`config.mk`:
```
export PLATFORM = sky130hd
export DESIGN_NAME = multi_channel_servo_pulse_generator_top
export DESIGN_NICKNAME = d
export VERILOG_FILES = /design/src/sv/msp_pkg.sv /design/src/sv/msp_in_stage.sv /design/src/sv/msp_chan_bank.sv /design/src/sv/multi_channel_servo_pulse_generator_top.sv
export SDC_FILE = /design/constraint.sdc
export NUM_CORES = 1
export LEC_CHECK = 0
export ABC_AREA = 1
export CAP_MARGIN = 20
export CORE_MARGIN = 2
export CORE_UTILIZATION = 40
export DETAILED_ROUTE_END_ITERATION = 6
export DONT_BUFFER_PORTS = 1
export PLACE_DENSITY = 0.53
export SLEW_MARGIN = 20
export SYNTH_ARGS = -nofsm -noshare
export SYNTH_HDL_FRONTEND = slang
export SYNTH_SLANG_ARGS = --single-unit
```
`constraint.sdc`:
```
create_clock -name clk_i -period 19.69 [get_ports clk_i]
set_input_delay 1.969 -clock clk_i [delete_from_list [all_inputs] [get_ports clk_i]]
set_output_delay 1.969 -clock clk_i [all_outputs]
set_load 0.1 [all_outputs]
```
`src/sv/msp_pkg.sv`:
```
`timescale 1ns / 1ps
// ----------------------------------------------------------------------------
// msp_pkg
// Shared types, codes and constants of the multi-channel servo pulse generator.
// ----------------------------------------------------------------------------
package msp_pkg;

  localparam int unsigned ChannelsDefault = 8;

  localparam int unsigned FuncW    = 3;
  localparam int unsigned ChanW    = 3;
  localparam int unsigned ValueW   = 16;
  localparam int unsigned SlotW    = 8;
  localparam int unsigned CountW   = 12;
  localparam int unsigned PinW     = 8;
  localparam int unsigned CfgIdxW  = 1;
  localparam int unsigned CfgDataW = 12;

  localparam int unsigned AngleMax     = 180;
  localparam int unsigned UsMin        = 500;
  localparam int unsigned UsMid        = 1500;
  localparam int unsigned UsMax        = 2500;
  localparam int unsigned SlotMinReset = 64;
  localparam int unsigned SlotMaxReset = 192;
  localparam int unsigned OffsetReset  = 62;
  localparam int unsigned FrameReset   = 2500;

  // Division by the angle span is a multiplication by a rounded-up reciprocal.
  // It is exact for every product of an angle and a slot range.
  localparam int unsigned RecipShift = 23;
  localparam int unsigned Recip      = ((2 ** RecipShift) + AngleMax - 1) / AngleMax;
  localparam int unsigned AngleW     = 8;
  localparam int unsigned AngleKW    = 24;
  localparam int unsigned ProdW      = AngleKW + SlotW;

  typedef enum logic [FuncW-1:0] {
    FUNC_TICK   = 3'd0,
    FUNC_ANGLE  = 3'd1,
    FUNC_MIN    = 3'd2,
    FUNC_MAX    = 3'd3,
    FUNC_ATTACH = 3'd4,
    FUNC_DETACH = 3'd5,
    FUNC_READ   = 3'd6
  } func_e;

  typedef enum logic [CfgIdxW-1:0] {
    CFG_OFFSET = 1'b0,
    CFG_FRAME  = 1'b1
  } cfg_idx_e;

  typedef struct packed {
    logic [FuncW-1:0]   func;
    logic [ChanW-1:0]   channel;
    logic [ValueW-1:0]  value;
    logic [AngleKW-1:0] angle_k;
  } item_t;

  typedef struct packed {
    logic [PinW-1:0]  pin_levels;
    logic [SlotW-1:0] read_data;
    logic             frame_start;
  } result_t;

endpackage

```
`src/sv/msp_in_stage.sv`:
```
`timescale 1ns / 1ps
// ----------------------------------------------------------------------------
// msp_in_stage
// Input register. It also clamps the angle and scales it by the reciprocal
// of the angle span, so the execute stage needs only one multiplier.
// ----------------------------------------------------------------------------
module msp_in_stage
  import msp_pkg::*;
(
  input  logic              clk_i,
  input  logic              rst_ni,
  input  logic              valid_i,
  output logic              ready_o,
  input  logic [FuncW-1:0]  func_i,
  input  logic [ChanW-1:0]  channel_i,
  input  logic [ValueW-1:0] value_i,
  output logic              valid_o,
  input  logic              advance_i,
  output item_t             item_o
);

  logic              valid_q, valid_d;
  item_t             item_q;
  logic [AngleW-1:0] angle;
  logic              take;

  assign ready_o = !valid_q || advance_i;
  assign take    = valid_i && ready_o;

  always_comb begin
    if (value_i > ValueW'(AngleMax)) begin
      angle = AngleW'(AngleMax);
    end else begin
      angle = value_i[AngleW-1:0];
    end
  end

  always_comb begin
    valid_d = valid_q;
    if (take) begin
      valid_d = 1'b1;
    end else if (advance_i) begin
      valid_d = 1'b0;
    end
  end

  always_ff @(posedge clk_i or negedge rst_ni) begin
    if (!rst_ni) begin
      valid_q <= 1'b0;
    end else begin
      valid_q <= valid_d;
    end
  end

  always_ff @(posedge clk_i) begin
    if (take) begin
      item_q.func    <= func_i;
      item_q.channel <= channel_i;
      item_q.value   <= value_i;
      item_q.angle_k <= AngleKW'(angle * AngleKW'(Recip));
    end
  end

  assign valid_o = valid_q;
  assign item_o  = item_q;

endmodule

```
`src/sv/msp_chan_bank.sv`:
```
`timescale 1ns / 1ps
// ----------------------------------------------------------------------------
// msp_chan_bank
// Channel settings, frame timer and configuration registers. Works out the
// result of the registered item and updates the state when it is executed.
// ----------------------------------------------------------------------------
module msp_chan_bank
  import msp_pkg::*;
#(
  parameter int unsigned CHANNELS = ChannelsDefault
) (
  input  logic                clk_i,
  input  logic                rst_ni,
  input  logic                cfg_write_i,
  input  logic [CfgIdxW-1:0]  cfg_index_i,
  input  logic [CfgDataW-1:0] cfg_data_i,
  input  logic                fire_i,
  input  item_t               item_i,
  output result_t             result_o
);

  localparam int unsigned IdxW = (CHANNELS > 1) ? $clog2(CHANNELS) : 1;

  logic [SlotW-1:0]    position_q [CHANNELS];
  logic [SlotW-1:0]    latched_q  [CHANNELS];
  logic [SlotW-1:0]    min_slot_q [CHANNELS];
  logic [SlotW-1:0]    max_slot_q [CHANNELS];
  logic [CHANNELS-1:0] attached_q;
  logic [CHANNELS-1:0] written_q;
  logic [CountW-1:0]   slot_cnt_q, slot_cnt_d;
  logic [SlotW-1:0]    offset_q;
  logic [CountW-1:0]   frame_q;

  func_e               func;
  logic [IdxW-1:0]     idx;
  logic                ok;
  logic                is_tick;
  logic                start;
  logic [CHANNELS-1:0] pins;
  logic [CountW:0]     cnt_next;
  logic [SlotW-1:0]    lo, hi, range, quot, new_pos, new_min, new_max;
  logic [ProdW-1:0]    prod;
  logic [ValueW-1:0]   us_min, us_max;

  assign func    = func_e'(item_i.func);
  assign idx     = IdxW'(item_i.channel);
  assign ok      = 32'(item_i.channel) < CHANNELS;
  assign is_tick = (func == FUNC_TICK);
  assign start   = (slot_cnt_q == '0);

  always_comb begin
    for (int n = 0; n < CHANNELS; n++) begin
      pins[n] = attached_q[n] && written_q[n] &&
                ({1'b0, slot_cnt_q} < ((CountW + 1)'(offset_q) +
                 (CountW + 1)'(start ? position_q[n] : latched_q[n])));
    end
  end

  always_comb begin
    cnt_next = (CountW + 1)'(slot_cnt_q) + 1'b1;
    if (cnt_next >= (CountW + 1)'(frame_q)) begin
      slot_cnt_d = '0;
    end else begin
      slot_cnt_d = cnt_next[CountW-1:0];
    end
  end

  always_comb begin
    lo      = min_slot_q[idx];
    hi      = max_slot_q[idx];
    range   = (hi >= lo) ? (hi - lo) : '0;
    prod    = ProdW'(item_i.angle_k) * ProdW'(range);
    quot    = prod[RecipShift +: SlotW];
    new_pos = quot + lo;
  end

  always_comb begin
    if (item_i.value < ValueW'(UsMin)) begin
      us_min = ValueW'(UsMin);
    end else if (item_i.value > ValueW'(UsMid)) begin
      us_min = ValueW'(UsMid);
    end else begin
      us_min = item_i.value;
    end
    if (item_i.value < ValueW'(UsMid)) begin
      us_max = ValueW'(UsMid);
    end else if (item_i.value > ValueW'(UsMax)) begin
      us_max = ValueW'(UsMax);
    end else begin
      us_max = item_i.value;
    end
    new_min = SlotW'((us_min - ValueW'(UsMin)) >> 3);
    new_max = SlotW'((us_max - ValueW'(UsMin)) >> 3);
  end

  for (genvar g = 0; g < PinW; g++) begin : g_pin
    if (g < CHANNELS) begin : g_used
      assign result_o.pin_levels[g] = is_tick && pins[g];
    end else begin : g_unused
      assign result_o.pin_levels[g] = 1'b0;
    end
  end

  assign result_o.read_data   = (ok && func == FUNC_READ) ? position_q[idx] : '0;
  assign result_o.frame_start = is_tick && start;

  always_ff @(posedge clk_i or negedge rst_ni) begin
    if (!rst_ni) begin
      offset_q <= SlotW'(OffsetReset);
      frame_q  <= CountW'(FrameReset);
    end else if (cfg_write_i) begin
      unique case (cfg_idx_e'(cfg_index_i))
        CFG_OFFSET: offset_q <= cfg_data_i[SlotW-1:0];
        CFG_FRAME:  frame_q  <= cfg_data_i;
        default: ;
      endcase
    end
  end

  always_ff @(posedge clk_i or negedge rst_ni) begin
    if (!rst_ni) begin
      for (int n = 0; n < CHANNELS; n++) begin
        position_q[n] <= '0;
        latched_q[n]  <= '0;
        min_slot_q[n] <= SlotW'(SlotMinReset);
        max_slot_q[n] <= SlotW'(SlotMaxReset);
      end
      attached_q <= '0;
      written_q  <= '0;
      slot_cnt_q <= '0;
    end else if (fire_i) begin
      if (is_tick) begin
        if (start) begin
          for (int n = 0; n < CHANNELS; n++) begin
            latched_q[n] <= position_q[n];
          end
        end
        slot_cnt_q <= slot_cnt_d;
      end else if (ok) begin
        unique case (func)
          FUNC_ANGLE: begin
            position_q[idx] <= new_pos;
            written_q[idx]  <= 1'b1;
          end
          FUNC_MIN:    min_slot_q[idx] <= new_min;
          FUNC_MAX:    max_slot_q[idx] <= new_max;
          FUNC_ATTACH: attached_q[idx] <= 1'b1;
          FUNC_DETACH: attached_q[idx] <= 1'b0;
          default: ;
        endcase
      end
    end
  end

`ifndef SYNTHESIS
  a_cmd_holds_timer: assert property (@(posedge clk_i) disable iff (!rst_ni)
    fire_i && !is_tick |=> $stable(slot_cnt_q))
    else $error("command moved the frame timer");

  a_frame_step: assert property (@(posedge clk_i) disable iff (!rst_ni)
    fire_i && is_tick && start && frame_q > CountW'(1) && !cfg_write_i
    |=> slot_cnt_q == CountW'(1))
    else $error("frame timer did not step from frame start");

  a_detach_clears: assert property (@(posedge clk_i) disable iff (!rst_ni)
    fire_i && ok && func == FUNC_DETACH |=> attached_q[$past(idx)] == 1'b0)
    else $error("detach left the channel attached");
`endif

endmodule

```
`src/sv/multi_channel_servo_pulse_generator_top.sv`:
```
`timescale 1ns / 1ps
// ----------------------------------------------------------------------------
// multi_channel_servo_pulse_generator_top
// Servo pulse generator: timeslot ticks drive the channel pins, commands edit
// the per-channel angle, pulse limits and attach state, or read back a position.
//
// Channel  Dir  Handshake               Payload
// s_axis   in   tvalid / tready         tuser func, tdata channel and value
// m_axis   out  tvalid / tready         tuser frame_start, tdata pins and read
// cfg      in   cfg_valid / cfg_ready   cfg_index, cfg_data
//
// Every request gives one result; it passes the input register, then the output register.
// A request can be accepted in every cycle while the output does not stall; the rate is set by the single
// execute stage, whose longest path is one 24 by 8 bit multiplier.
// Reset restores all channel settings at once; no clearing pass is needed.
// A stalled output holds its result while the input register still takes one
// more request.
// ----------------------------------------------------------------------------
module multi_channel_servo_pulse_generator_top
  import msp_pkg::*;
#(
  parameter int unsigned CHANNELS = ChannelsDefault
) (
  input  logic                clk_i,
  input  logic                rst_ni,
  input  logic                s_axis_tvalid,
  output logic                s_axis_tready,
  input  logic [23:0]         s_axis_tdata,   // channel[2:0], value[18:3], zero
  input  logic [FuncW-1:0]    s_axis_tuser,   // func[2:0]
  output logic                m_axis_tvalid,
  input  logic                m_axis_tready,
  output logic [15:0]         m_axis_tdata,   // pin_levels[7:0], read_data[15:8]
  output logic [0:0]          m_axis_tuser,   // frame_start[0]
  input  logic                cfg_valid_i,
  output logic                cfg_ready_o,
  input  logic [CfgIdxW-1:0]  cfg_index_i,
  input  logic [CfgDataW-1:0] cfg_data_i
);

  logic    in_valid;
  logic    fire;
  item_t   item;
  result_t result;
  result_t out_q;
  logic    out_valid_q, out_valid_d;

  assign cfg_ready_o = 1'b1;
  assign fire        = in_valid && (!out_valid_q || m_axis_tready);

  msp_in_stage u_in_stage (
    .clk_i     (clk_i),
    .rst_ni    (rst_ni),
    .valid_i   (s_axis_tvalid),
    .ready_o   (s_axis_tready),
    .func_i    (s_axis_tuser),
    .channel_i (s_axis_tdata[ChanW-1:0]),
    .value_i   (s_axis_tdata[ChanW +: ValueW]),
    .valid_o   (in_valid),
    .advance_i (fire),
    .item_o    (item)
  );

  msp_chan_bank #(
    .CHANNELS (CHANNELS)
  ) u_chan_bank (
    .clk_i       (clk_i),
    .rst_ni      (rst_ni),
    .cfg_write_i (cfg_valid_i && cfg_ready_o),
    .cfg_index_i (cfg_index_i),
    .cfg_data_i  (cfg_data_i),
    .fire_i      (fire),
    .item_i      (item),
    .result_o    (result)
  );

  always_comb begin
    out_valid_d = out_valid_q;
    if (fire) begin
      out_valid_d = 1'b1;
    end else if (m_axis_tready) begin
      out_valid_d = 1'b0;
    end
  end

  always_ff @(posedge clk_i or negedge rst_ni) begin
    if (!rst_ni) begin
      out_valid_q <= 1'b0;
    end else begin
      out_valid_q <= out_valid_d;
    end
  end

  always_ff @(posedge clk_i) begin
    if (fire) begin
      out_q <= result;
    end
  end

  assign m_axis_tvalid = out_valid_q;
  assign m_axis_tdata  = {out_q.read_data, out_q.pin_levels};
  assign m_axis_tuser  = out_q.frame_start;

`ifndef SYNTHESIS
  a_frame_no_read: assert property (@(posedge clk_i) disable iff (!rst_ni)
    m_axis_tvalid && m_axis_tuser[0] |-> m_axis_tdata[15:8] == '0)
    else $error("frame start result carries read data");
`endif

endmodule
```
======== Yosys cells after proc, flatten, opt, wreduce, memory -nomap -nowiden ========
Cells that the tools add are included.
storage, ports and cells
  word-level logic and storage cells ...... 175
  output and inout port bits .............. 20
  input bits .............................. 45
  bits in registers ....................... 367
operators by class
  reduce and logical (&&, ||, !) cells .... 46
  equality and inequality tests ........... 6
  $add $sub $neg .......................... 13
  muxes and demuxes ....................... 36
  bitwise operators ....................... 7
  multiply operators ...................... 2
  magnitude comparators ................... 19
operators by type and width
  cell                     count
  $bwmux W64               3
  $mux W8                  17
  $add A8 B13 Y13          8
  $lt A12 B13 Y1           8
  $bmux W8 S3              3
  $mux W11                 4
  $logic_and A1 B1 Y1      29
  $mul A22 B8 Y29          1
  $demux W8 S3             1
  $mul A8 B14 Y22 const B  1
  $sub A11 B9 Y11 const B  2
  $gt A16 B11 Y1 const B   1
  $gt A16 B12 Y1 const B   1
  $gt A16 B8 Y1 const B    1
  $lt A16 B11 Y1 const B   1
  $lt A16 B9 Y1 const B    1
  $or A8 B8 Y8             2
  $pmux W8 S2              1
  $reduce_and A3 Y1        5
  $add A12 B1 Y13 const B  1
  $ge A13 B12 Y1           1
  $logic_not A12 Y1        1
  $mux W12                 1
  $eq A3 B3 Y1 const B     3
  other kinds (20)         32

======== Logic depth before layout (Yosys ltp) ========
Gate-level depths: netlist (run 1).
  word-level depth ........................ 9
  gate-level depth with buffers ........... 55
  mapped depth without buffers ............ 52

======== Modules after synthesis ========
From an unflattened synthesis (run 1), not the netlist that was laid out.
unflattened totals
  cells, all modules ...................... 3,481
  area total of the unflattened synthesis .. 28,608.7 um^2
modules (own cells, without submodules)
  module                                   area each (um^2)  cells an instance  sequential area each (um^2)  instances
  msp_chan_bank                            24,404.7          3,063              7,649.8                      1
  msp_in_stage                             3,633.5           393                1,346.3                      1
  multi_channel_servo_pulse_generator_top  570.5             25                 535.5                        1

======== Worst setup path after synthesis (run 1) ========
Ideal clock, no wire load.
  path kind ............................... register to register
  from .................................... reg u_in_stage.item_q (netlist bit u_in_stage.item_o[42])
  to ...................................... reg u_chan_bank.position_q[14] (netlist bit)
  path slack .............................. 11.535 ns
  arrival ................................. 8.019 ns
  stages on the path, launching flop included .. 42
  cells stage by stage .................... edfxtp_1 > inv_2 > nand3_1 > inv_2 > buf_1 > a221oi_1 > o2111ai_1 > ha_1 > inv_1 > fa_1 > nand2_1 > nand2_1 > nand2_1 > nor2_1 > or3_1 > nand3_1 > clkbuf_1 > nor2_1 > (+6 left out) > ha_1 > nand2_1 > nor2_1 > nand2_1 > nor3_1 > inv_1 > nor2_1 > a211oi_1 > nand3_1 > nand2_1 > inv_1 > ha_1 > fa_1 > a31oi_1 > o21ai_0 > a21oi_1 > xor2_1 > o21ai_0
on the way
  longest elaborated chain between the ends .. 9
  elaborated cells on any way between the ends .. 18
  classes of those cells .................. 2 x add/sub; 1 x mul; 3 x order compare; 10 x mux; 1 x bitwise; 1 x reduce/logical
RTL lines
  item                                                  RTL line                                                        RTL
  from (decl)                                           msp_in_stage.sv:23                                              item_t item_q;
  $not A3 Y4 (not written as such) (*)                  msp_chan_bank.sv:69, msp_chan_bank.sv:70, msp_chan_bank.sv:142
  $bmux W8 S3 (on tied branches)                        msp_chan_bank.sv:70, msp_chan_bank.sv:69
  $mux W8 (on tied branches) (2 in series)              msp_chan_bank.sv:70, msp_chan_bank.sv:69
  $sub A8 B8 Y8 / $ge A8 B8 Y1 (equally long branches)  msp_chan_bank.sv:71                                             range = (hi >= lo) ? (hi - lo) : '0;
  $mux W8                                               msp_chan_bank.sv:71
  $mul A22 B8 Y29                                       msp_chan_bank.sv:72                                             prod = ProdW'(item_i.angle_k) * ProdW'(range);
  $add A8 B8 Y8                                         msp_chan_bank.sv:74                                             new_pos = quot + lo;
  $bwmux W64 (*)                                        msp_chan_bank.sv:142                                            position_q[idx] <= new_pos;
  to (signal, indexed assignment)                       msp_chan_bank.sv:142
  to (decl)                                             msp_chan_bank.sv:24                                             logic [SlotW-1:0] position_q [CHANNELS];
Every way passes the cells marked *; elsewhere a longest branch is shown, timed or not. The select of a mux whose other input is x is not followed.
A chain may end at the register's enable or synchronous reset.

======== Final worst setup path (run 1) ========
  from .................................... reg u_in_stage.item_q (netlist bit u_in_stage.item_o[40])
  to ...................................... reg u_chan_bank.position_q[22] (netlist bit)
Same word-level chain as after synthesis.

==> results.yml, run 1 <==
status:
  status: "finished clean"
setup_path:
  arrival_ns: 11.68
  critPathRequiredTime_ns: 20.10
  cpMaxStageDelayCell: "clkinv_1"
  cp_top_family: "adder cells"
  cpPeakStageDelay_ns: 0.82
  crit_type: "flop to flop"
  crit_buf_inv: 8
  crit_fanout: 18
  cp-start-kind: "flop"
  endpoint_kind: "flop"
finish:
  finalNetCount: 3790
  antenna_cells: 0
  syn_to_final_growth_pct: 9.25
  drive_above_1_share: 0.0581
  design_area_mm2: 0.0304
logic_synthesis:
  ys.flop_type: "dfrtp_1"
  yosys.area.top_type: "dfrtp_1"
  synth_enable_flop_cells: 61
  synthTopCellsByArea: "dfrtp_1, ha_1, fa_1"
  synth_nets: 3817
  async_reset_ff_frac: 0.834
  yosys.area.top_type_share: 0.245
  yosys_warnings: 0
  yosysSeqAreaShare: 0.342
  syn_area_mm2: 0.0278
  syn_area_per_cell_um2: 8.27
  ys_ff_latch: 367
  synth.distinct_cells: 64
  syn_inst: 3365
sta:
  tightest_slew_ns: 1.11
  min_period_over_period: 0.573
  final-hold-violation-count: 0
  clock_skew_ns: 0.0286
  fin_setup_tns_ns: 0
  maxSlewViolCount: 0
  period_minus_slack_ns: 11.27
  fmax_mhz: 88.7
  grt_setup_unrepaired: "false"
  setup_violations: 0
  relSlewSlack: 0.257
clock_tree:
  cts_inserted_buffers: 44
  cts-resized-gates: 0
  htree_num_levels: 2
  root_buffer: "clkbuf_16"
  cts_hold_buf: 0
  clock_path_buffers: 3
  worstSkewPairLatency_ns: 0.58
  clk_pin_slew_ns: 0.06
  cts_tree: "yes"
  post_cts_buffers: 0
  cts_sinks: 367
min_path:
  min_path_type: "flop to flop"
routing:
  vias_per_cell: 5.28
  wl_per_cell_um: 18.5
  ant_nets: 0
  detail_route.iter0.violations: 1679
  drt_pass1_iterations: 5
  routed_wl_um: 79400
  drc_errors: 0
  num_vias: 22700
place:
  gp_congestion: 0.882
  dpl_cell_area_mm2: 0.0288
  dp_hpwl_um: 57900
  port_buffers: 0
die:
  initial_core_util: 0.405
  ioPinCount: 65
  die_h_um: 268
  num_rows: 96
  die_area_mm2: 0.0717
  core_mm2: 0.0687
  die_w_um: 268
global_route:
  grt_pass1_wl_um: 126000
  antenna_found_initial: 1
  grt_pass1_vias: 22600
  grt_overflow: 0
  track_usage: 0.226
  grt_max_degree: 307
run:
  max-cap-violations: 0
-- cell type report --
class                      instances  area (um2)
sequential                       367        9530
timing repair buffer              16         120
clock inverter                    10         215
fill                            6780       38300
clock buffer                      70        1380
tap                              931        1160
inverter                         504        1890
multi-input combinational       2405       16100
-- final timing paths --
path	end	start	slack [ns]	depth (start not counted)
min in group asynchronous	u_chan_bank.max_slot_q[59]$_DFFE_PN0P_	rst_ni	1.10	0
min reg2reg	u_chan_bank.max_slot_q[6]$_DFFE_PN1P_	u_chan_bank.max_slot_q[6]$_DFFE_PN1P_	0.47	2
max	u_chan_bank.position_q[22]$_DFFE_PN0P_	u_in_stage.item_o[40]$_DFFE_PP_	8.42	38
min	u_chan_bank.max_slot_q[6]$_DFFE_PN1P_	u_chan_bank.max_slot_q[6]$_DFFE_PN1P_	0.47	2
max reg2reg	u_chan_bank.position_q[22]$_DFFE_PN0P_	u_in_stage.item_o[40]$_DFFE_PP_	8.42	38
max in group asynchronous	u_chan_bank.latched_q[13]$_DFFE_PN0P_	rst_ni	18.04	0
-- cells by family (layout without fill, tap and decap cells) --
kind of cell / count (synthesis) / after routing / synth area share
compound gates: 641 / 641 / 0.131
xor+xnor: 90 / 90 / 0.0293
fa+ha+maj: 407 / 407 / 0.222
buf+inv: 593 / 600 / 0.0811
flops: 367 / 367 / 0.342
other cells: 1 / 1 / 0.000135
simple gates: 1266 / 1266 / 0.193
-- cells in the mapped netlist, types with 8 or more instances --
cell	instances
dfrtp_1	272
fa_1	146
o211ai_1	12
nand4_1	55
edfxtp_1	61
o21ai_2	8
a22o_1	20
dfstp_2	34
o21ai_1	12
nand3_1	120
o21bai_1	12
a221oi_1	21
clkbuf_1	71
ha_1	261
nand3_2	9
a21o_1	10
nor3_1	21
nor2_1	258
a22oi_1	19
inv_2	11
or2_2	12
a21oi_1	157
xor2_1	66
nand2_1	747
a31oi_1	19
inv_1	487
xnor2_1	22
o22ai_1	12
nand2_2	9
o21ai_0	309
o21a_1	13
-- sequential cells by signal, summed over array words and instances (netlist names), named ones only --
| register | flops |
|---|---|
| u_chan_bank.frame_q | 12 |
| u_chan_bank.max_slot_q | 64 |
| m_axis_tdata | 16 |
| u_chan_bank.position_q | 64 |
| u_chan_bank.min_slot_q | 64 |
| u_in_stage.valid_o | 1 |
| m_axis_tuser | 1 |
| u_chan_bank.slot_cnt_q | 12 |
| u_chan_bank.written_q | 8 |
| u_chan_bank.offset_q | 8 |
| u_in_stage.item_o | 44 |
| m_axis_tvalid | 1 |
| u_chan_bank.latched_q | 64 |
-- worst min-delay path: stages, from the launching register on --
cell and delay (ns):
dfstp_2 0.37, nand2_1 0.05, nand2_1 0.05
-- cells in the final DEF, fill, tap and decap left out, drive strengths merged, types with 5 or more instances in the layout --
| cell | n |
|---|---|
| a21o | 10 |
| o21ai | 329 |
| a31oi | 19 |
| dfstp | 34 |
| buf | 16 |
| clkinv | 10 |
| nand3 | 131 |
| o22ai | 12 |
| dfrtp | 272 |
| a221oi | 21 |
| nand2 | 757 |
| o21bai | 12 |
| fa | 146 |
| nor4 | 8 |
| edfxtp | 61 |
| a21oi | 158 |
| clkbuf | 70 |
| a22oi | 19 |
| ha | 261 |
| or2 | 15 |
| nor3 | 27 |
| nand4 | 57 |
| xnor2 | 23 |
| a22o | 20 |
| inv | 499 |
| nor2 | 264 |
| o21a | 13 |
| bufinv | 5 |
| a41oi | 5 |
| xor2 | 67 |
| o211ai | 12 |
-- through the flow --
step	hold slack [ns]	setup slack, ns	instances	util
final	0.467	8.42	4303	0.443
after global routing	0.477	7.81	4303	0.443
after global placement	0.455	8.46	4223	0.419
after CTS	0.468	8.38	4303	0.443
after detailed placement	0.453	8.42	4223	0.419
after floorplan	0.440	11.54	3365	-
-- metal layers --
| metal | track usage | vias to the layer above | part of all wire |
|---|---|---|---|
| met5 | 0 | - | 0 |
| met4 | 0.0544 | 0 | 0.020 |
| met3 | 0.0256 | 95 | 0.047 |
| met2 | 0.374 | 561 | 0.47 |
| met1 | 0.316 | 11100 | 0.46 |
| li1 | - | 11000 | - |
Power of run 1 is not shown: default switching activity piles up to over one toggle a cycle in this logic, so the estimate is an artifact.
==> inputs of run 2 (changes only) <==
PLACE_DENSITY = 0.55   (was 0.53)
clock period = 9.95 ns   (was 19.69 ns; I/O delays follow)
==> run 2 against run 1 <==
  * Die area did not move
  * Worst setup slack worse by 7.6 ns
  * Cell count increased by 0.56%
  * First-iteration DRC count rose by 0.24%
  * Critical path depth grew 1
  * Via count fell by 1.1%
  * Critical endpoint unchanged
  * Non-clock buffer count up 23
  * Design area grew 0.10%
  * Maximum frequency increased by 24%
  * Utilization hardly changed
  * Sequential share of layout area about the same
==> results.yml, run 2 (synthesis results as in run 1) <==
clock_tree:
  cts-resized-gates: 0
  clk_pin_slew_ns: 0.06
  post_cts_buffers: 0
  cts_inserted_buffers: 44
  cts_tree: "yes"
  cts_hold_buf: 0
  clock_path_buffers: 3
  htree_num_levels: 2
  cts_sinks: 367
  worstSkewPairLatency_ns: 0.59
  root_buffer: "clkbuf_16"
global_route:
  grt_pass1_vias: 22000
  grt_overflow: 0
  track_usage: 0.221
  antenna_found_initial: 0
  grt_max_degree: 307
  grt_pass1_wl_um: 123000
place:
  gp_congestion: 0.841
  port_buffers: 0
  dp_hpwl_um: 56900
  pre_cts_slack_ns: 0.812
finish:
  final_common_cell: "nand2_1"
  drive_above_1_share: 0.0633
  nFillCells: 7023
  syn_to_final_growth_pct: 9.36
  antenna_cells: 0
  utilization: 0.443
  mostFrequentLayoutCells: "nand2_1, inv_1, o21ai_0, dfrtp_1, ha_1"
  finalNetCount: 3813
run:
  max-cap-violations: 0
setup_path:
  crit_type: "flop to flop"
  cp-start-kind: "flop"
  cpPeakStageDelay_ns: 0.60
  cpMaxStageDelayCell: "edfxtp_1"
  cp.depth: 39
  cp_top_family: "adder cells"
  crit_fanout: 21
  endpoint_kind: "flop"
  worstRegToRegCells: 39
  crit_buf_inv: 9
  crit-reg2reg-capture: "u_chan_bank.position_q[22]$_DFFE_PN0P_"
  arrival_ns: 9.57
  regToRegStartpoint: "u_in_stage.item_o[40]$_DFFE_PP_"
  r2r_slack_ns: 0.83
  critPathRequiredTime_ns: 10.40
sta:
  relSlewSlack: 0.277
  period_minus_slack_ns: 9.12
  fin_setup_tns_ns: 0
  setup_violations: 0
  grt_setup_unrepaired: "false"
  final-hold-violation-count: 0
  min_period_over_period: 0.916
  layout_setup_ws_ns: 0.834
  fmax_mhz: 110
  maxSlewViolCount: 0
  clock_skew_ns: 0.0165
  tightest_slew_ns: 1.08
die:
  die_area_mm2: 0.0717
  core_mm2: 0.0687
  initial_core_util: 0.405
  ioPinCount: 65
  num_rows: 96
  die_h_um: 268
  die_w_um: 268
status:
  status: "finished clean"
routing:
  drt_pass1_iterations: 5
  ant_nets: 0
  num_vias: 22500
  wl_per_cell_um: 17.8
  detail_route.iter0.violations: 1683
  drc_errors: 0
  routed_wl_um: 77100
  vias_per_cell: 5.19
min_path:
  min_path_type: "input port to asynchronous set/reset pin"
-- run 2: final cells by class --
class                           instances  area, um2  share of cell area
Timing Repair Buffer                   39        330              0.0109
Inverter                              504       1890              0.0622
Sequential cell                       367       9530               0.313
Multi-Input combinational cell       2405      16100               0.529
Clock inverter                         12        129             0.00423
Clock buffer                           69       1300              0.0426
Tap cell                              931       1160              0.0383
-- run 2: layer usage --
layer | up-vias | part of all wire | global-route usage
li1 | 11000 | - | -
met1 | 10800 | 0.46 | 0.310
met2 | 561 | 0.46 | 0.360
met3 | 106 | 0.055 | 0.0291
met4 | 0 | 0.025 | 0.0596
met5 | - | 0 | 0
-- run 2: how the worst max path moves through the flow --
stage	startpoint	to	slack, ns
after global placement	u_in_stage.item_o[40]$_DFFE_PP_	u_chan_bank.position_q[2]$_DFFE_PN0P_	0.73
after global routing	u_in_stage.item_o[40]$_DFFE_PP_	u_chan_bank.position_q[14]$_DFFE_PN0P_	0.17
final	u_in_stage.item_o[40]$_DFFE_PP_	u_chan_bank.position_q[22]$_DFFE_PN0P_	0.83
after CTS	u_in_stage.item_o[40]$_DFFE_PP_	u_chan_bank.position_q[22]$_DFFE_PN0P_	0.79
after floorplan	u_in_stage.item_o[42]$_DFFE_PP_	u_chan_bank.position_q[14]$_DFFE_PN0P_	1.80
after detailed placement	u_in_stage.item_o[40]$_DFFE_PP_	u_chan_bank.position_q[22]$_DFFE_PN0P_	0.81
-- run 2: stage by stage --
| step | hold WS, ns | std cells | area, um2 |
|---|---|---|---|
| finish | 0.106 | 4327 | 30400 |
| global route | 0.0830 | 4327 | 30400 |
| CTS | 0.0775 | 4327 | 30400 |
| detailed placement | 0.456 | 4246 | 29000 |
| global placement | 0.451 | 4246 | 29000 |
| floorplan | 0.440 | 3365 | 27800 |
Power of run 2 is left out for the same reason.
==> inputs of run 3 (changes only) <==
==> constraint.sdc (replaced) <==
create_clock -name clk_i -period 9.95 [get_ports clk_i]
set_input_delay 1.4925 -clock clk_i [delete_from_list [all_inputs] [get_ports clk_i]]
set_output_delay 1.4925 -clock clk_i [all_outputs]
set_load 0.1 [all_outputs]
==> run 3 against run 2 <==
  * Critical path depth is 3 higher
  * Maximum frequency shrank 0.94%
  * Count of clock-buffer cells in the layout is 6 lower
  * Clock skew up 0.021 ns
  * First-iteration DRC count is 10% lower
  * Die area stayed put
  * Highest routed layer unchanged
  * Critical endpoint is now u_chan_bank.position_q[47]$_DFFE_PN0P_
  * Register-to-register slack worse by 0.09 ns
  * Largest cell class unchanged
==> results.yml, run 3 (synthesis results as in run 1) <==
status:
  status: "finished clean"
global_route:
  grt_overflow: 0
  grt_pass1_wl_um: 123000
  track_usage: 0.220
  antenna_found_initial: 0
  grt_pass1_vias: 21800
  grt_max_degree: 307
setup_path:
  cp-start-kind: "flop"
  arrival_ns: 9.65
  endpoint_kind: "flop"
  cpMaxStageDelayCell: "nor3_4"
  cp_common_cell: "nand2_1"
  startpoint: "u_in_stage.item_o[41]$_DFFE_PP_"
  critPathRequiredTime_ns: 10.40
  crit_type: "flop to flop"
  cpPeakStageDelay_ns: 0.71
  crit_fanout: 12
  regToRegStartpoint: "u_in_stage.item_o[41]$_DFFE_PP_"
sta:
  relSlewSlack: 0.279
  fin_setup_tns_ns: 0
  period_minus_slack_ns: 9.20
  setup_violations: 0
  fmax_mhz: 109
  final-hold-violation-count: 0
  clock_skew_ns: 0.0371
  maxSlewViolCount: 0
  min_period_over_period: 0.925
  grt_setup_unrepaired: "false"
  tightest_slew_ns: 1.08
place:
  gp_congestion: 0.842
  dp_hpwl_um: 56600
  port_buffers: 0
  dpl.cell_count: 4247
finish:
  finalNetCount: 3819
  syn_to_final_growth_pct: 9.80
  final_cells: 4333
  final_common_cell: "nand2_1"
  antenna_cells: 0
  nFillCells: 7041
  utilization: 0.445
  drive_above_1_share: 0.0676
  mostFrequentLayoutCells: "nand2_1, inv_1, o21ai_0, dfrtp_1, ha_1"
run:
  max-cap-violations: 0
die:
  die_w_um: 268
  die_h_um: 268
  core_mm2: 0.0687
  initial_core_util: 0.405
  num_rows: 96
  ioPinCount: 65
  die_area_mm2: 0.0717
routing:
  ant_nets: 0
  wl_per_cell_um: 17.8
  routed_wl_um: 77100
  num_vias: 22200
  vias_per_cell: 5.12
  detail_route.iter0.violations: 1514
  drt_pass1_iterations: 5
  drc_errors: 0
clock_tree:
  clk_pin_slew_ns: 0.06
  worstSkewPairLatency_ns: 0.59
  htree_num_levels: 2
  cts_tree: "yes"
  root_buffer: "clkbuf_16"
  cts_inserted_buffers: 44
  cts_hold_buf: 0
  clock_path_buffers: 3
  cts_sinks: 367
min_path:
  worstHoldStart: "u_chan_bank.max_slot_q[47]$_DFFE_PN1P_"
  min_path_type: "flop to flop"
## run 3: cell types whose count changed in the layout (fill, tap and decap cells not counted)
cell / before / now
buf_12: 3 / 5
buf_4: 36 / 40
bufinv_16: 1 / 2
clkbuf_1: 16 / 8
clkbuf_16: 45 / 47
clkinv_2: 3 / 13
clkinv_4: 1 / 0
inv_1: 486 / 485
inv_16: 1 / 0
inv_4: 2 / 1
inv_6: 1 / 0
## run 3: metal layers
metal  vias to the layer above  track usage  part of all wire
met3                       124       0.0250             0.044
met2                       447        0.358              0.46
met5                         -            0                 0
li1                      11000            -                 -
met4                         0       0.0685             0.030
met1                     10600        0.307              0.47
## run 3: final timing paths
| kind | to | slack [ns] | cells after the start |
|---|---|---|---|
| setup / recovery | u_chan_bank.position_q[47]$_DFFE_PN0P_ | 0.75 | 42 |
| hold / removal | u_chan_bank.max_slot_q[47]$_DFFE_PN1P_ | 0.47 | 2 |
| setup reg to reg | u_chan_bank.position_q[47]$_DFFE_PN0P_ | 0.75 | 42 |
| hold reg to reg | u_chan_bank.max_slot_q[47]$_DFFE_PN1P_ | 0.47 | 2 |
| max in group asynchronous | u_chan_bank.latched_q[12]$_DFFE_PN0P_ | 8.49 | 0 |
| min in group asynchronous | u_chan_bank.max_slot_q[33]$_DFFE_PN0P_ | 0.63 | 0 |
## run 3: layout make-up
type,count,area (um2),share of cell area
multi-input cells,2405,16100,0.527
flip-flops and latches,367,9530,0.312
inverters,504,1900,0.0621
clock buffers,63,1320,0.0431
well taps,931,1160,0.0381
repair buffers,45,400,0.0131
clock inverters,18,158,0.00516
## run 3: worst max-delay path: cells and delay by family, from the launching register on
kind	cells	cell delay (ns)
AND/OR/NAND/NOR	23	3.68
adder cells (fa/ha/maj)	7	3.04
buffers and inverters	9	1.14
flip-flops	1	0.64
AO/OA/AOI/OAI	2	0.33
XOR/XNOR	1	0.21
## run 3: per-stage QoR
stage	instance area, um2	hold WS (ns)	setup slack [ns]
detailed placement	29000	0.457	0.762
global placement	29000	0.453	0.610
CTS	30500	0.468	0.726
floorplan	27800	0.440	1.80
finish	30600	0.465	0.747
global route	30600	0.481	0.0448
## run 3: repair_timing
action / CTS / global route
endpoints found under the setup margin: 0 / 10
resized for setup: 0 / 1
setup buffers: 0 / 5
Power of run 3 is left out for the same reason.
